==> config.mk <==
export PLATFORM = sky130hd
export DESIGN_NAME = front_panel_power_volume_controller
export DESIGN_NICKNAME = d
export VERILOG_FILES = /design/src/rtl/core/fpvc_pkg.sv /design/src/rtl/core/fpvc_cfg.sv /design/src/rtl/core/fpvc_core.sv /design/src/rtl/core/front_panel_power_volume_controller.sv
export SDC_FILE = /design/constraint.sdc
export NUM_CORES = 1
export LEC_CHECK = 0
export BUFFER_PORTS_ARGS = -buffer_cell sky130_fd_sc_hd__clkbuf_2
export CAP_MARGIN = 15
export CORE_ASPECT_RATIO = 1.1
export CORE_UTILIZATION = 45
export CTS_CLUSTER_DIAMETER = 60
export DETAILED_ROUTE_END_ITERATION = 10
export PLACE_DENSITY = 0.69
export RECOVER_POWER = 25
export SLEW_MARGIN = 0
export SYNTH_ARGS = -nofsm -noshare
export SYNTH_HDL_FRONTEND = slang
export SYNTH_SLANG_ARGS = --single-unit
export TNS_END_PERCENT = 5
==> constraint.sdc <==
create_clock -name i_clk -period 7.5 [get_ports i_clk]
set_input_delay 0.75 -clock i_clk [delete_from_list [all_inputs] [get_ports i_clk]]
set_output_delay 0.75 -clock i_clk [all_outputs]
set_load 0.01 [all_outputs]
==> src/rtl/core/fpvc_pkg.sv <==
// ----------------------------------------------------------------------------
// fpvc_pkg
// Shared types and constants of the front panel power and volume controller.
// ----------------------------------------------------------------------------
package fpvc_pkg;

    // Counter width default for the timer registers
    localparam int COUNT_WIDTH_DEF = 16;

    // Configuration register geometry
    localparam int CFG_WIDTH     = 16;
    localparam int CFG_IDX_WIDTH = 3;

    // Configuration register indexes
    localparam logic [CFG_IDX_WIDTH-1:0] REG_POWERDOWN  = 3'd0;
    localparam logic [CFG_IDX_WIDTH-1:0] REG_SHUT_BLINK = 3'd1;
    localparam logic [CFG_IDX_WIDTH-1:0] REG_PANIC_BLINK = 3'd2;
    localparam logic [CFG_IDX_WIDTH-1:0] REG_DEBOUNCE   = 3'd3;
    localparam logic [CFG_IDX_WIDTH-1:0] REG_REPEAT     = 3'd4;

    // Configuration reset values
    localparam logic [CFG_WIDTH-1:0] RST_POWERDOWN   = 16'd12000;
    localparam logic [CFG_WIDTH-1:0] RST_SHUT_BLINK  = 16'd25;
    localparam logic [CFG_WIDTH-1:0] RST_PANIC_BLINK = 16'd12;
    localparam logic [CFG_WIDTH-1:0] RST_DEBOUNCE    = 16'd5;
    localparam logic [CFG_WIDTH-1:0] RST_REPEAT      = 16'd1;

    // Item kinds
    localparam logic [1:0] MODE_PANEL  = 2'd0;
    localparam logic [1:0] MODE_TICK   = 2'd1;
    localparam logic [1:0] MODE_PANIC  = 2'd2;
    localparam logic [1:0] MODE_VOLUME = 2'd3;

    // Active-low button bit positions in the panel byte
    localparam int BTN_POWER = 1;
    localparam int BTN_DOWN  = 4;
    localparam int BTN_UP    = 6;

    // Auto-repeat direction codes
    localparam logic [1:0] DIR_NONE = 2'd0;
    localparam logic [1:0] DIR_UP   = 2'd1;
    localparam logic [1:0] DIR_DOWN = 2'd2;

    // Volume limits
    localparam logic [7:0] VOL_MAX = 8'hff;
    localparam logic [7:0] VOL_MIN = 8'h00;

    // Configuration register bank
    typedef struct packed {
        logic [CFG_WIDTH-1:0] powerdown_ticks;
        logic [CFG_WIDTH-1:0] shutdown_blink_ticks;
        logic [CFG_WIDTH-1:0] panic_blink_ticks;
        logic [CFG_WIDTH-1:0] debounce_ticks;
        logic [CFG_WIDTH-1:0] repeat_ticks;
    } t_cfg;

    // One input item
    typedef struct packed {
        logic [1:0] mode;
        logic [7:0] panel_buttons;
        logic       irq_held;
        logic       init_present;
        logic [7:0] volume_value;
    } t_item;

    // One result item
    typedef struct packed {
        logic [7:0] volume;
        logic       leds_off;
        logic       shutting_down;
        logic       panicked;
        logic       power_off;
        logic       reboot;
        logic       panel_irq_enabled;
    } t_result;

endpackage

==> src/rtl/core/fpvc_cfg.sv <==
// ----------------------------------------------------------------------------
// fpvc_cfg
// Configuration register bank, written through a plain write port.
// ----------------------------------------------------------------------------
module fpvc_cfg
    import fpvc_pkg::*;
(
    input  logic                     i_clk,
    input  logic                     i_rst_n,
    input  logic                     i_cfg_we,
    input  logic [CFG_IDX_WIDTH-1:0] i_cfg_idx,
    input  logic [CFG_WIDTH-1:0]     i_cfg_data,
    output t_cfg                     o_cfg
);

    t_cfg r_cfg;

    // Load reset values, then take writes by index; drop unknown indexes
    always_ff @(posedge i_clk) begin
        if (!i_rst_n) begin
            r_cfg.powerdown_ticks      <= RST_POWERDOWN;
            r_cfg.shutdown_blink_ticks <= RST_SHUT_BLINK;
            r_cfg.panic_blink_ticks    <= RST_PANIC_BLINK;
            r_cfg.debounce_ticks       <= RST_DEBOUNCE;
            r_cfg.repeat_ticks         <= RST_REPEAT;
        end else if (i_cfg_we) begin
            unique case (i_cfg_idx)
                REG_POWERDOWN:   r_cfg.powerdown_ticks      <= i_cfg_data;
                REG_SHUT_BLINK:  r_cfg.shutdown_blink_ticks <= i_cfg_data;
                REG_PANIC_BLINK: r_cfg.panic_blink_ticks    <= i_cfg_data;
                REG_DEBOUNCE:    r_cfg.debounce_ticks       <= i_cfg_data;
                REG_REPEAT:      r_cfg.repeat_ticks         <= i_cfg_data;
                default: ;
            endcase
        end
    end

    assign o_cfg = r_cfg;

endmodule

==> src/rtl/core/fpvc_core.sv <==
// ----------------------------------------------------------------------------
// fpvc_core
// Controller state and its single-pass update for one item.
// ----------------------------------------------------------------------------
module fpvc_core
    import fpvc_pkg::*;
#(
    parameter int COUNT_WIDTH = COUNT_WIDTH_DEF
) (
    input  logic    i_clk,
    input  logic    i_rst_n,
    input  logic    i_adv,
    input  t_item   i_item,
    input  t_cfg    i_cfg,
    output t_result o_result
);

    localparam int CW = COUNT_WIDTH;
    localparam logic [32:0] COUNT_MAX_W = (33'd1 << CW) - 33'd1;
    localparam logic [31:0] COUNT_MAX   = COUNT_MAX_W[31:0];

    // Clamp a register value into a timer load: zero loads one, saturate at the top
    function automatic logic [CW-1:0] load_count(input logic [CFG_WIDTH-1:0] v);
        logic [31:0] w;
        w = 32'(v);
        if (w == 32'd0) begin
            w = 32'd1;
        end
        if (w > COUNT_MAX) begin
            w = COUNT_MAX;
        end
        return w[CW-1:0];
    endfunction

    logic [7:0]    r_volume, n_volume;
    logic          r_shutdown, n_shutdown;
    logic          r_panic, n_panic;
    logic          r_led_off, n_led_off;
    logic          r_blink_act, n_blink_act;
    logic [CW-1:0] r_blink_per, n_blink_per;
    logic [CW-1:0] r_blink_cnt, n_blink_cnt;
    logic          r_pwr_armed, n_pwr_armed;
    logic [CW-1:0] r_pwr_cnt, n_pwr_cnt;
    logic          r_deb_act, n_deb_act;
    logic [CW-1:0] r_deb_cnt, n_deb_cnt;
    logic [1:0]    r_rep_dir, n_rep_dir;
    logic [CW-1:0] r_rep_cnt, n_rep_cnt;
    logic          r_off, n_off;
    logic          r_reboot, n_reboot;

    logic [CW-1:0] dec_pwr, dec_blink, dec_deb, dec_rep;
    logic          stop;

    assign dec_pwr   = r_pwr_cnt - CW'(1);
    assign dec_blink = r_blink_cnt - CW'(1);
    assign dec_deb   = r_deb_cnt - CW'(1);
    assign dec_rep   = r_rep_cnt - CW'(1);

    // Next state for one item; stop ends a tick early like a fired terminal timer
    always_comb begin
        n_volume    = r_volume;
        n_shutdown  = r_shutdown;
        n_panic     = r_panic;
        n_led_off   = r_led_off;
        n_blink_act = r_blink_act;
        n_blink_per = r_blink_per;
        n_blink_cnt = r_blink_cnt;
        n_pwr_armed = r_pwr_armed;
        n_pwr_cnt   = r_pwr_cnt;
        n_deb_act   = r_deb_act;
        n_deb_cnt   = r_deb_cnt;
        n_rep_dir   = r_rep_dir;
        n_rep_cnt   = r_rep_cnt;
        n_off       = r_off;
        n_reboot    = r_reboot;
        stop        = 1'b0;

        if (!r_off && !r_reboot) begin
            case (i_item.mode)
                MODE_PANEL: begin
                    if (!r_deb_act) begin
                        // Mask further panel events while the line is held
                        if (i_item.irq_held) begin
                            n_deb_act = 1'b1;
                            n_deb_cnt = load_count(i_cfg.debounce_ticks);
                        end
                        // Power press: ignored after panic
                        if (!i_item.panel_buttons[BTN_POWER] && !r_panic) begin
                            if (r_shutdown || !i_item.init_present) begin
                                n_off = 1'b1;
                            end else begin
                                n_shutdown  = 1'b1;
                                n_blink_per = load_count(i_cfg.shutdown_blink_ticks);
                                n_led_off   = !r_led_off;
                                n_blink_act = 1'b1;
                                n_blink_cnt = n_blink_per;
                                n_pwr_armed = 1'b1;
                                n_pwr_cnt   = load_count(i_cfg.powerdown_ticks);
                            end
                        end
                        // Volume presses; down wins over up
                        if (!n_off) begin
                            if (!i_item.panel_buttons[BTN_UP]) begin
                                n_rep_dir = DIR_UP;
                                n_rep_cnt = load_count(i_cfg.repeat_ticks);
                            end
                            if (!i_item.panel_buttons[BTN_DOWN]) begin
                                n_rep_dir = DIR_DOWN;
                                n_rep_cnt = load_count(i_cfg.repeat_ticks);
                            end
                        end
                    end
                end
                MODE_TICK: begin
                    // Power-off countdown
                    if (r_pwr_armed) begin
                        n_pwr_cnt = dec_pwr;
                        if (dec_pwr == '0) begin
                            n_pwr_armed = 1'b0;
                            n_off       = 1'b1;
                            stop        = 1'b1;
                        end
                    end
                    // LED blink
                    if (!stop && r_blink_act) begin
                        n_blink_cnt = dec_blink;
                        if (dec_blink == '0) begin
                            n_led_off   = !r_led_off;
                            n_blink_cnt = r_blink_per;
                        end
                    end
                    // Debounce recheck
                    if (!stop && r_deb_act) begin
                        n_deb_cnt = dec_deb;
                        if (dec_deb == '0) begin
                            if (i_item.irq_held) begin
                                n_deb_cnt = load_count(i_cfg.debounce_ticks);
                            end else if (r_panic) begin
                                n_reboot = 1'b1;
                                stop     = 1'b1;
                            end else begin
                                n_deb_act = 1'b0;
                            end
                        end
                    end
                    // Volume step and auto-repeat
                    if (!stop && (r_rep_dir == DIR_UP || r_rep_dir == DIR_DOWN)) begin
                        n_rep_cnt = dec_rep;
                        if (dec_rep == '0) begin
                            if (r_rep_dir == DIR_UP) begin
                                if (r_volume != VOL_MAX) begin
                                    n_volume = r_volume + 8'd1;
                                end
                            end else if (r_volume != VOL_MIN) begin
                                n_volume = r_volume - 8'd1;
                            end
                            if (i_item.irq_held) begin
                                n_rep_cnt = load_count(i_cfg.repeat_ticks);
                            end else begin
                                n_rep_dir = DIR_NONE;
                            end
                        end
                    end
                end
                MODE_PANIC: begin
                    // First panic only: fast blink
                    if (!r_panic) begin
                        n_panic     = 1'b1;
                        n_blink_per = load_count(i_cfg.panic_blink_ticks);
                        n_led_off   = !r_led_off;
                        n_blink_act = 1'b1;
                        n_blink_cnt = n_blink_per;
                    end
                end
                default: begin
                    n_volume = i_item.volume_value;
                end
            endcase
        end
    end

    // Commit the state on each transfer into the result stage
    always_ff @(posedge i_clk) begin
        if (!i_rst_n) begin
            r_volume    <= '0;
            r_shutdown  <= 1'b0;
            r_panic     <= 1'b0;
            r_led_off   <= 1'b0;
            r_blink_act <= 1'b0;
            r_blink_per <= '0;
            r_blink_cnt <= '0;
            r_pwr_armed <= 1'b0;
            r_pwr_cnt   <= '0;
            r_deb_act   <= 1'b0;
            r_deb_cnt   <= '0;
            r_rep_dir   <= DIR_NONE;
            r_rep_cnt   <= '0;
            r_off       <= 1'b0;
            r_reboot    <= 1'b0;
        end else if (i_adv) begin
            r_volume    <= n_volume;
            r_shutdown  <= n_shutdown;
            r_panic     <= n_panic;
            r_led_off   <= n_led_off;
            r_blink_act <= n_blink_act;
            r_blink_per <= n_blink_per;
            r_blink_cnt <= n_blink_cnt;
            r_pwr_armed <= n_pwr_armed;
            r_pwr_cnt   <= n_pwr_cnt;
            r_deb_act   <= n_deb_act;
            r_deb_cnt   <= n_deb_cnt;
            r_rep_dir   <= n_rep_dir;
            r_rep_cnt   <= n_rep_cnt;
            r_off       <= n_off;
            r_reboot    <= n_reboot;
        end
    end

    // Result shows the state after the item
    assign o_result.volume            = n_volume;
    assign o_result.leds_off          = n_led_off;
    assign o_result.shutting_down     = n_shutdown;
    assign o_result.panicked          = n_panic;
    assign o_result.power_off         = n_off;
    assign o_result.reboot            = n_reboot;
    assign o_result.panel_irq_enabled = !n_deb_act;

endmodule

==> src/rtl/core/front_panel_power_volume_controller.sv <==
// ----------------------------------------------------------------------------
// front_panel_power_volume_controller
// Front panel power, shutdown blink, panic and volume controller.
//
//   channel  direction  handshake           payload
//   s_       in         s_tvalid/s_tready   s_tuser mode, s_tdata item fields
//   m_       out        m_tvalid/m_tready   m_tdata result fields
//   cfg      in         i_cfg_we            i_cfg_idx, i_cfg_data
//
// One item per cycle sustained while the output is not stalled; an accepted item
// passes the input register, then the state update into the result register,
// before its result can leave.
// The state update is one combinational pass over a handful of counters.
// Reset is synchronous and active low; it loads the register defaults and
// clears the controller state and the valid flags. A stalled output holds its result and the input register
// still fills, so one further item waits until the output drains.
// ----------------------------------------------------------------------------
module front_panel_power_volume_controller
    import fpvc_pkg::*;
#(
    parameter int COUNT_WIDTH = COUNT_WIDTH_DEF
) (
    input  logic                     i_clk,
    input  logic                     i_rst_n,
    input  logic                     s_tvalid,
    output logic                     s_tready,
    // [7:0] panel_buttons, [8] irq_held, [9] init_present, [17:10] volume_value
    input  logic [23:0]              s_tdata,
    // [1:0] mode
    input  logic [1:0]               s_tuser,
    output logic                     m_tvalid,
    input  logic                     m_tready,
    // [7:0] volume, [8] leds_off, [9] shutting_down, [10] panicked,
    // [11] power_off, [12] reboot, [13] panel_irq_enabled
    output logic [15:0]              m_tdata,
    input  logic                     i_cfg_we,
    input  logic [CFG_IDX_WIDTH-1:0] i_cfg_idx,
    input  logic [CFG_WIDTH-1:0]     i_cfg_data
);

    t_cfg    cfg;
    t_item   r_in_item;
    logic    r_in_valid;
    t_result r_out;
    t_result result;
    logic    r_out_valid;
    logic    adv;

    // Move the held item into the result stage when the output has room
    assign adv      = r_in_valid && (!r_out_valid || m_tready);
    assign s_tready = !r_in_valid || adv;

    fpvc_cfg u_cfg (
        .i_clk      (i_clk),
        .i_rst_n    (i_rst_n),
        .i_cfg_we   (i_cfg_we),
        .i_cfg_idx  (i_cfg_idx),
        .i_cfg_data (i_cfg_data),
        .o_cfg      (cfg)
    );

    fpvc_core #(
        .COUNT_WIDTH (COUNT_WIDTH)
    ) u_core (
        .i_clk    (i_clk),
        .i_rst_n  (i_rst_n),
        .i_adv    (adv),
        .i_item   (r_in_item),
        .i_cfg    (cfg),
        .o_result (result)
    );

    // Input register valid
    always_ff @(posedge i_clk) begin
        if (!i_rst_n) begin
            r_in_valid <= 1'b0;
        end else if (s_tready) begin
            r_in_valid <= s_tvalid;
        end
    end

    // Input register payload
    always_ff @(posedge i_clk) begin
        if (s_tvalid && s_tready) begin
            r_in_item.mode          <= s_tuser;
            r_in_item.panel_buttons <= s_tdata[7:0];
            r_in_item.irq_held      <= s_tdata[8];
            r_in_item.init_present  <= s_tdata[9];
            r_in_item.volume_value  <= s_tdata[17:10];
        end
    end

    // Result register valid: set on advance, drop on transfer out
    always_ff @(posedge i_clk) begin
        if (!i_rst_n) begin
            r_out_valid <= 1'b0;
        end else if (adv) begin
            r_out_valid <= 1'b1;
        end else if (m_tready) begin
            r_out_valid <= 1'b0;
        end
    end

    // Result register payload
    always_ff @(posedge i_clk) begin
        if (adv) begin
            r_out <= result;
        end
    end

    assign m_tvalid = r_out_valid;
    assign m_tdata  = {2'b00, r_out.panel_irq_enabled, r_out.reboot, r_out.power_off,
                       r_out.panicked, r_out.shutting_down, r_out.leds_off, r_out.volume};

endmodule

; ---- After elaboration in Yosys (flattened, before gate mapping)
; Index checks and enable logic that the tools add are counted.
[totals]
input_bits = 50
out_inout_bits = 18
reg_bits = 213
wordCells = 271
[classes]
order_cmp = 8
n_eq_ne = 22
n_reduce_logical = 51
add_sub_neg = 6
n_mux = 150
[ops]
columns = op, count
row1 = 32-bit two-way mux, 36
row2 = 16-bit two-way mux, 35
row3 = 32-bit by 16-bit greater-than comparator with 1-bit output (second input constant), 8
row4 = 16-bit logical NOT, 9
row5 = 16-bit one-hot mux with 2 select lines, 4
row6 = 16-bit by 1-bit subtractor with 16-bit output (second input constant), 4
row7 = 1-bit two-way mux, 54
row8 = 8-bit two-way mux, 6
row9 = 16-bit one-hot mux with 3 select lines, 1
row10 = 7-bit AND reduction, 3
row11 = 8-bit one-hot mux with 2 select lines, 1
row12 = 2-bit two-way mux, 7
row13 = 2-bit by 1-bit != test with 1-bit output (second input constant), 6
row14 = 2-bit != test (second input constant), 6
row15 = 6-bit AND reduction, 2
row16 = 1-bit logical NOT, 11
row17 = 2-bit AND reduction, 5
row18 = 9-bit AND reduction, 1
row19 = 8-bit by 1-bit adder with 8-bit output (second input constant), 1
row20 = 8-bit != test (second input constant), 1
row21 = 1-bit one-hot mux with 2 select lines, 4
row22 = 8-bit AND reduction, 1
row23 = 8-bit nonzero test, 1
row24 = 8-bit by 1-bit subtractor with 8-bit output (second input constant), 1
row25 = 15 further kinds, 29

; ---- Longest topological paths before layout
[depth]
depth_word = 23
depth_mapped = 14
ltp_nobuf = 10

; ---- Modules after synthesis
; A second synthesis with hierarchy kept.
[unflattened]
cells_unflattened = 1406
hier_area_um2 = 12012.8
[modules_own_cells]
columns = mod, cells_each, instances, seq_area_each_um2, area_per_inst_um2
row1 = fpvc_core, 1066, 1, 1961.9, 7772.5
row2 = fpvc_cfg, 294, 1, 1601.5, 3096.7
row3 = front_panel_power_volume_controller, 46, 1, 1061.0, 1143.6

; ---- Worst setup path after synthesis
; Ideal clock, no wire load.
[synth_path]
path_type = register -> register
start = register u_core.r_deb_cnt[2]
end = register u_core.r_volume[7]
required_time_ns = 7.414
setup_time_ns = 0.086
synth_period_minus_slack_ns = 3.272
path_slack_ns = 4.228
path_stages_with_launch = 11
n_path_buf = 2
t_arrival_ns = 3.186
path_cell_list = dfxtp_1 buf_6 or4_4 or3b_1 buf_2 o31a_1 nor4b_4 a41oi_4 and3_4 a311o_2 a221oi_2
[synth_via]
elab_chain_cells = 11
[synth_rtl]
columns = element, line_no
row1 = "start, declared", fpvc_core.sv:45  ; logic [CW-1:0] r_deb_cnt, n_deb_cnt;
row2 = "start signal, assigned", fpvc_core.sv:211  ; r_deb_cnt <= n_deb_cnt;
row3 = 16-bit by 1-bit subtractor with 16-bit output, fpvc_core.sv:56  ; assign dec_deb = r_deb_cnt - CW'(1);
row4 = 16-bit logical NOT, fpvc_core.sv:135  ; if (dec_deb == '0) begin
row5 = 1-bit two-way mux, fpvc_core.sv:135
row6 = 1-bit two-way mux, fpvc_core.sv:133  ; if (!stop && r_deb_act) begin
row7 = 1-bit two-way mux, fpvc_core.sv:79  ; case (i_item.mode)
row8 = 1-bit two-way mux, fpvc_core.sv:78  ; if (!r_off && !r_reboot) begin
row9 = 1-bit logical NOT, fpvc_core.sv:147  ; if (!stop && (r_rep_dir == DIR_UP || r_rep_dir == DIR_DOWN)) begin
row10 = 1-bit logical AND, fpvc_core.sv:147
row11 = 8-bit two-way mux, fpvc_core.sv:147
row12 = 8-bit one-hot mux with 2 select lines, fpvc_core.sv:79
row13 = 8-bit two-way mux, fpvc_core.sv:78
row14 = "end signal, assigned", fpvc_core.sv:201  ; r_volume <= n_volume;
row15 = "end, declared", fpvc_core.sv:35  ; logic [7:0] r_volume, n_volume;
; Every way passes these cells. The select of a mux whose other input is x is not followed.
; A chain may end at the register's enable or synchronous reset.

==> run metrics <==
outcome finished with violations; failing checks design-rule violations, max-capacitance violations, max-slew violations; Starting Density 0.457; antenna-violating nets left 0; routed via count 11100; Netlist Area Pre-Place 11500 um2; n_diodes 0; Root Buffer clkbuf_16; Fin. Hold Viols 0; Core Region 25300 um2; Clk Latency, worst-skew pair 560 ps; CTS tree yes; Static Leak 0.00475 uW; post-layout util 0.512; gr ovfl total 0; post-synthesis average cell area 7.91 um2; largest net degree at the start of global routing 84; global-route wire length before repair 53200 um; Yosys reg bits 209; largest area contributor in the netlist dfxtp_1; Crit path required time 7980 ps; post-synthesis sequential area ratio 0.388; cells after synthesis 1458; initial antenna violation count 0; synth top area cells dfxtp_1 (31%), nand2_1 (8.6%), edfxtp_1 (7.6%); multi-input logic area 6490 um2; Clock Skew 31.9 ps; Post-DP HPWL 22500 um; Critical Path Fanout Max 83; PwrDens 237 nW/um2; Pwr Total 3060 uW; fin crit share 0.640; routed wire length 33200 um; PostCTS Resize Cnt 0; vias in the first global route 10200; worst setup margin 2700 ps; critical path class input port to register; Worst-path clk slew 60 ps; final setup fails 0; Die Wd 155 um; dpl ws 3460 ps; ys async rst share 0; total negative slack 0 ps; Tmin final 4800 ps; CP startpoint kind input port; fillcell total 2435; Slew Limit Fails 97; die area 26300 um2; IO Count 68; H-tree levels 1; nets 1514; worst hold path class input port to register; Die Ht 170 um; hold-fix buffers at CTS 0; Starting DRT DRC Count 874; final cell count without fillers 1814; actual slew at the worst max-slew pin 2630 ps; GPL Wtd Cong 0.912; num rows 61; DR pass1 iterations 10; Num CTS Buffers 26; vias per cell 6.11; wire length per cell 18.3 um; top-count cell post-synth nand2_1; Post-route DRC 2; clock buffer depth 3; Max VDD drop 156 uV; Max Cap Violations 2; IO Port Bufs 54; Layout area overhead 12.2%; Inst Count DP 1765; Post-CTS Setup Repair Bufs 0; Post-synth top cells nand2_1 (263), dfxtp_1 (180), a21oi_1 (136); RSZ-0062 raised after global routing no; GRT Util Overall 0.249; max frequency 208 MHz; CP arrival 5280 ps; synth warn 0; top_reg_cell synth dfxtp_1; Yosys top cell area share 0.312; number of synthesized flops with an enable pin 29; r2r setup slk 3420 ps; library cells used by synthesis 92; register area 4470 um2; clock sink count 209; kind of end point of the critical path register; slew margin rel. -0.755; share of cells above drive strength 1 0.104
flip-flops by register name, summed over array words and instances, names as in the netlist:
name / count
r_in_valid: 1
u_core.r_reboot: 1
u_core.r_off: 1
u_core.r_deb_act: 1
u_core.r_rep_cnt: 16
u_core.r_pwr_armed: 1
u_core.r_deb_cnt: 16
m_tdata: 14
u_core.r_shutdown: 1
u_core.r_blink_cnt: 16
u_core.r_led_off: 1
m_tvalid: 1
u_core.r_blink_act: 1
u_core.r_panic: 1
r_in_item: 15
u_core.r_pwr_cnt: 16
u_core.r_volume: 8
u_core.r_blink_per: 16
u_cfg.o_cfg: 80
u_core.r_rep_dir: 2
kinds of logic (layout without fill, tap and decap cells):
kind of cell	Yosys count	after routing	share of synthesized area
and+or+nand+nor	643	643	0.266
AOI/OAI and AO/OA	400	400	0.244
DFF	209	209	0.388
buffers and inverters	148	157	0.0510
xor gates and xnor gates	21	21	0.0159
muxes	20	20	0.0176
adders and majority gates	16	16	0.0174
other	1	2	0.000325
path summary, 6_finish.rpt:
kind,startpoint,end,cells past startpoint
worst max register to register,m_tvalid,u_core.r_blink_cnt[7],8
worst max-delay path,i_rst_n,u_core.r_rep_cnt[13],5
worst min register to register,u_cfg.o_cfg[64],u_cfg.o_cfg[64],2
worst min-delay path,s_tdata[9],r_in_item[8],1
critical path, cell delays in order:
cell and delay [ps]:
clkbuf_1 860, clkinvlp_2 1980, buf_4 950, or4_1 610, o21ai_0 80
report_power, final:
group	internal (uW)	switching, uW
Sequential	1170	38.0
Clock	920	529
Combinational	145	257
Total	2240	825
per-stage QoR:
step | cell area, um2 | hold slack (ps)
finish | 12900 | 391
global route | 12900 | 380
CTS | 12900 | 373
detailed placement | 11900 | 461
global placement | 11900 | 454
floorplan | 11500 | 436
cell type report:
cell class,instances,share of cell area
multi-input combinational,1102,0.501
sequential,209,0.346
tap,346,0.0334
timing repair buffer,67,0.0286
clock buffer,33,0.0578
clock inverter,15,0.0209
inverter,42,0.0123
layout by cell type (no fill, tap or decap), types with 10 or more instances in the layout:
cell type / instances
o21ai_0: 44
mux2i_1: 18
o22ai_1: 12
a311oi_1: 15
edfxtp_1: 29
a41oi_1: 18
a31oi_1: 11
nor2b_1: 13
o221a_2: 12
nor4_1: 26
xnor2_1: 13
buf_4: 10
and2_1: 19
o311ai_0: 11
or2_2: 10
nor2_1: 117
dfxtp_1: 180
nand3_1: 52
clkbuf_16: 27
o41ai_1: 12
a21oi_1: 136
clkbuf_1: 11
ha_1: 15
inv_1: 41
a211oi_1: 15
nor3_1: 55
or3_1: 12
nand4_1: 11
nand2_1: 263
clkbuf_2: 46
layer usage:
layer  GRT usage  wire length (um)  up-vias
li1            -                 -     5344
met1       0.331             14600     5275
met2       0.420             15600      393
met3      0.0293              1940       67
met4      0.0809              1020        0
met5           0                 0        -
(Power assumes the default switching activity.)
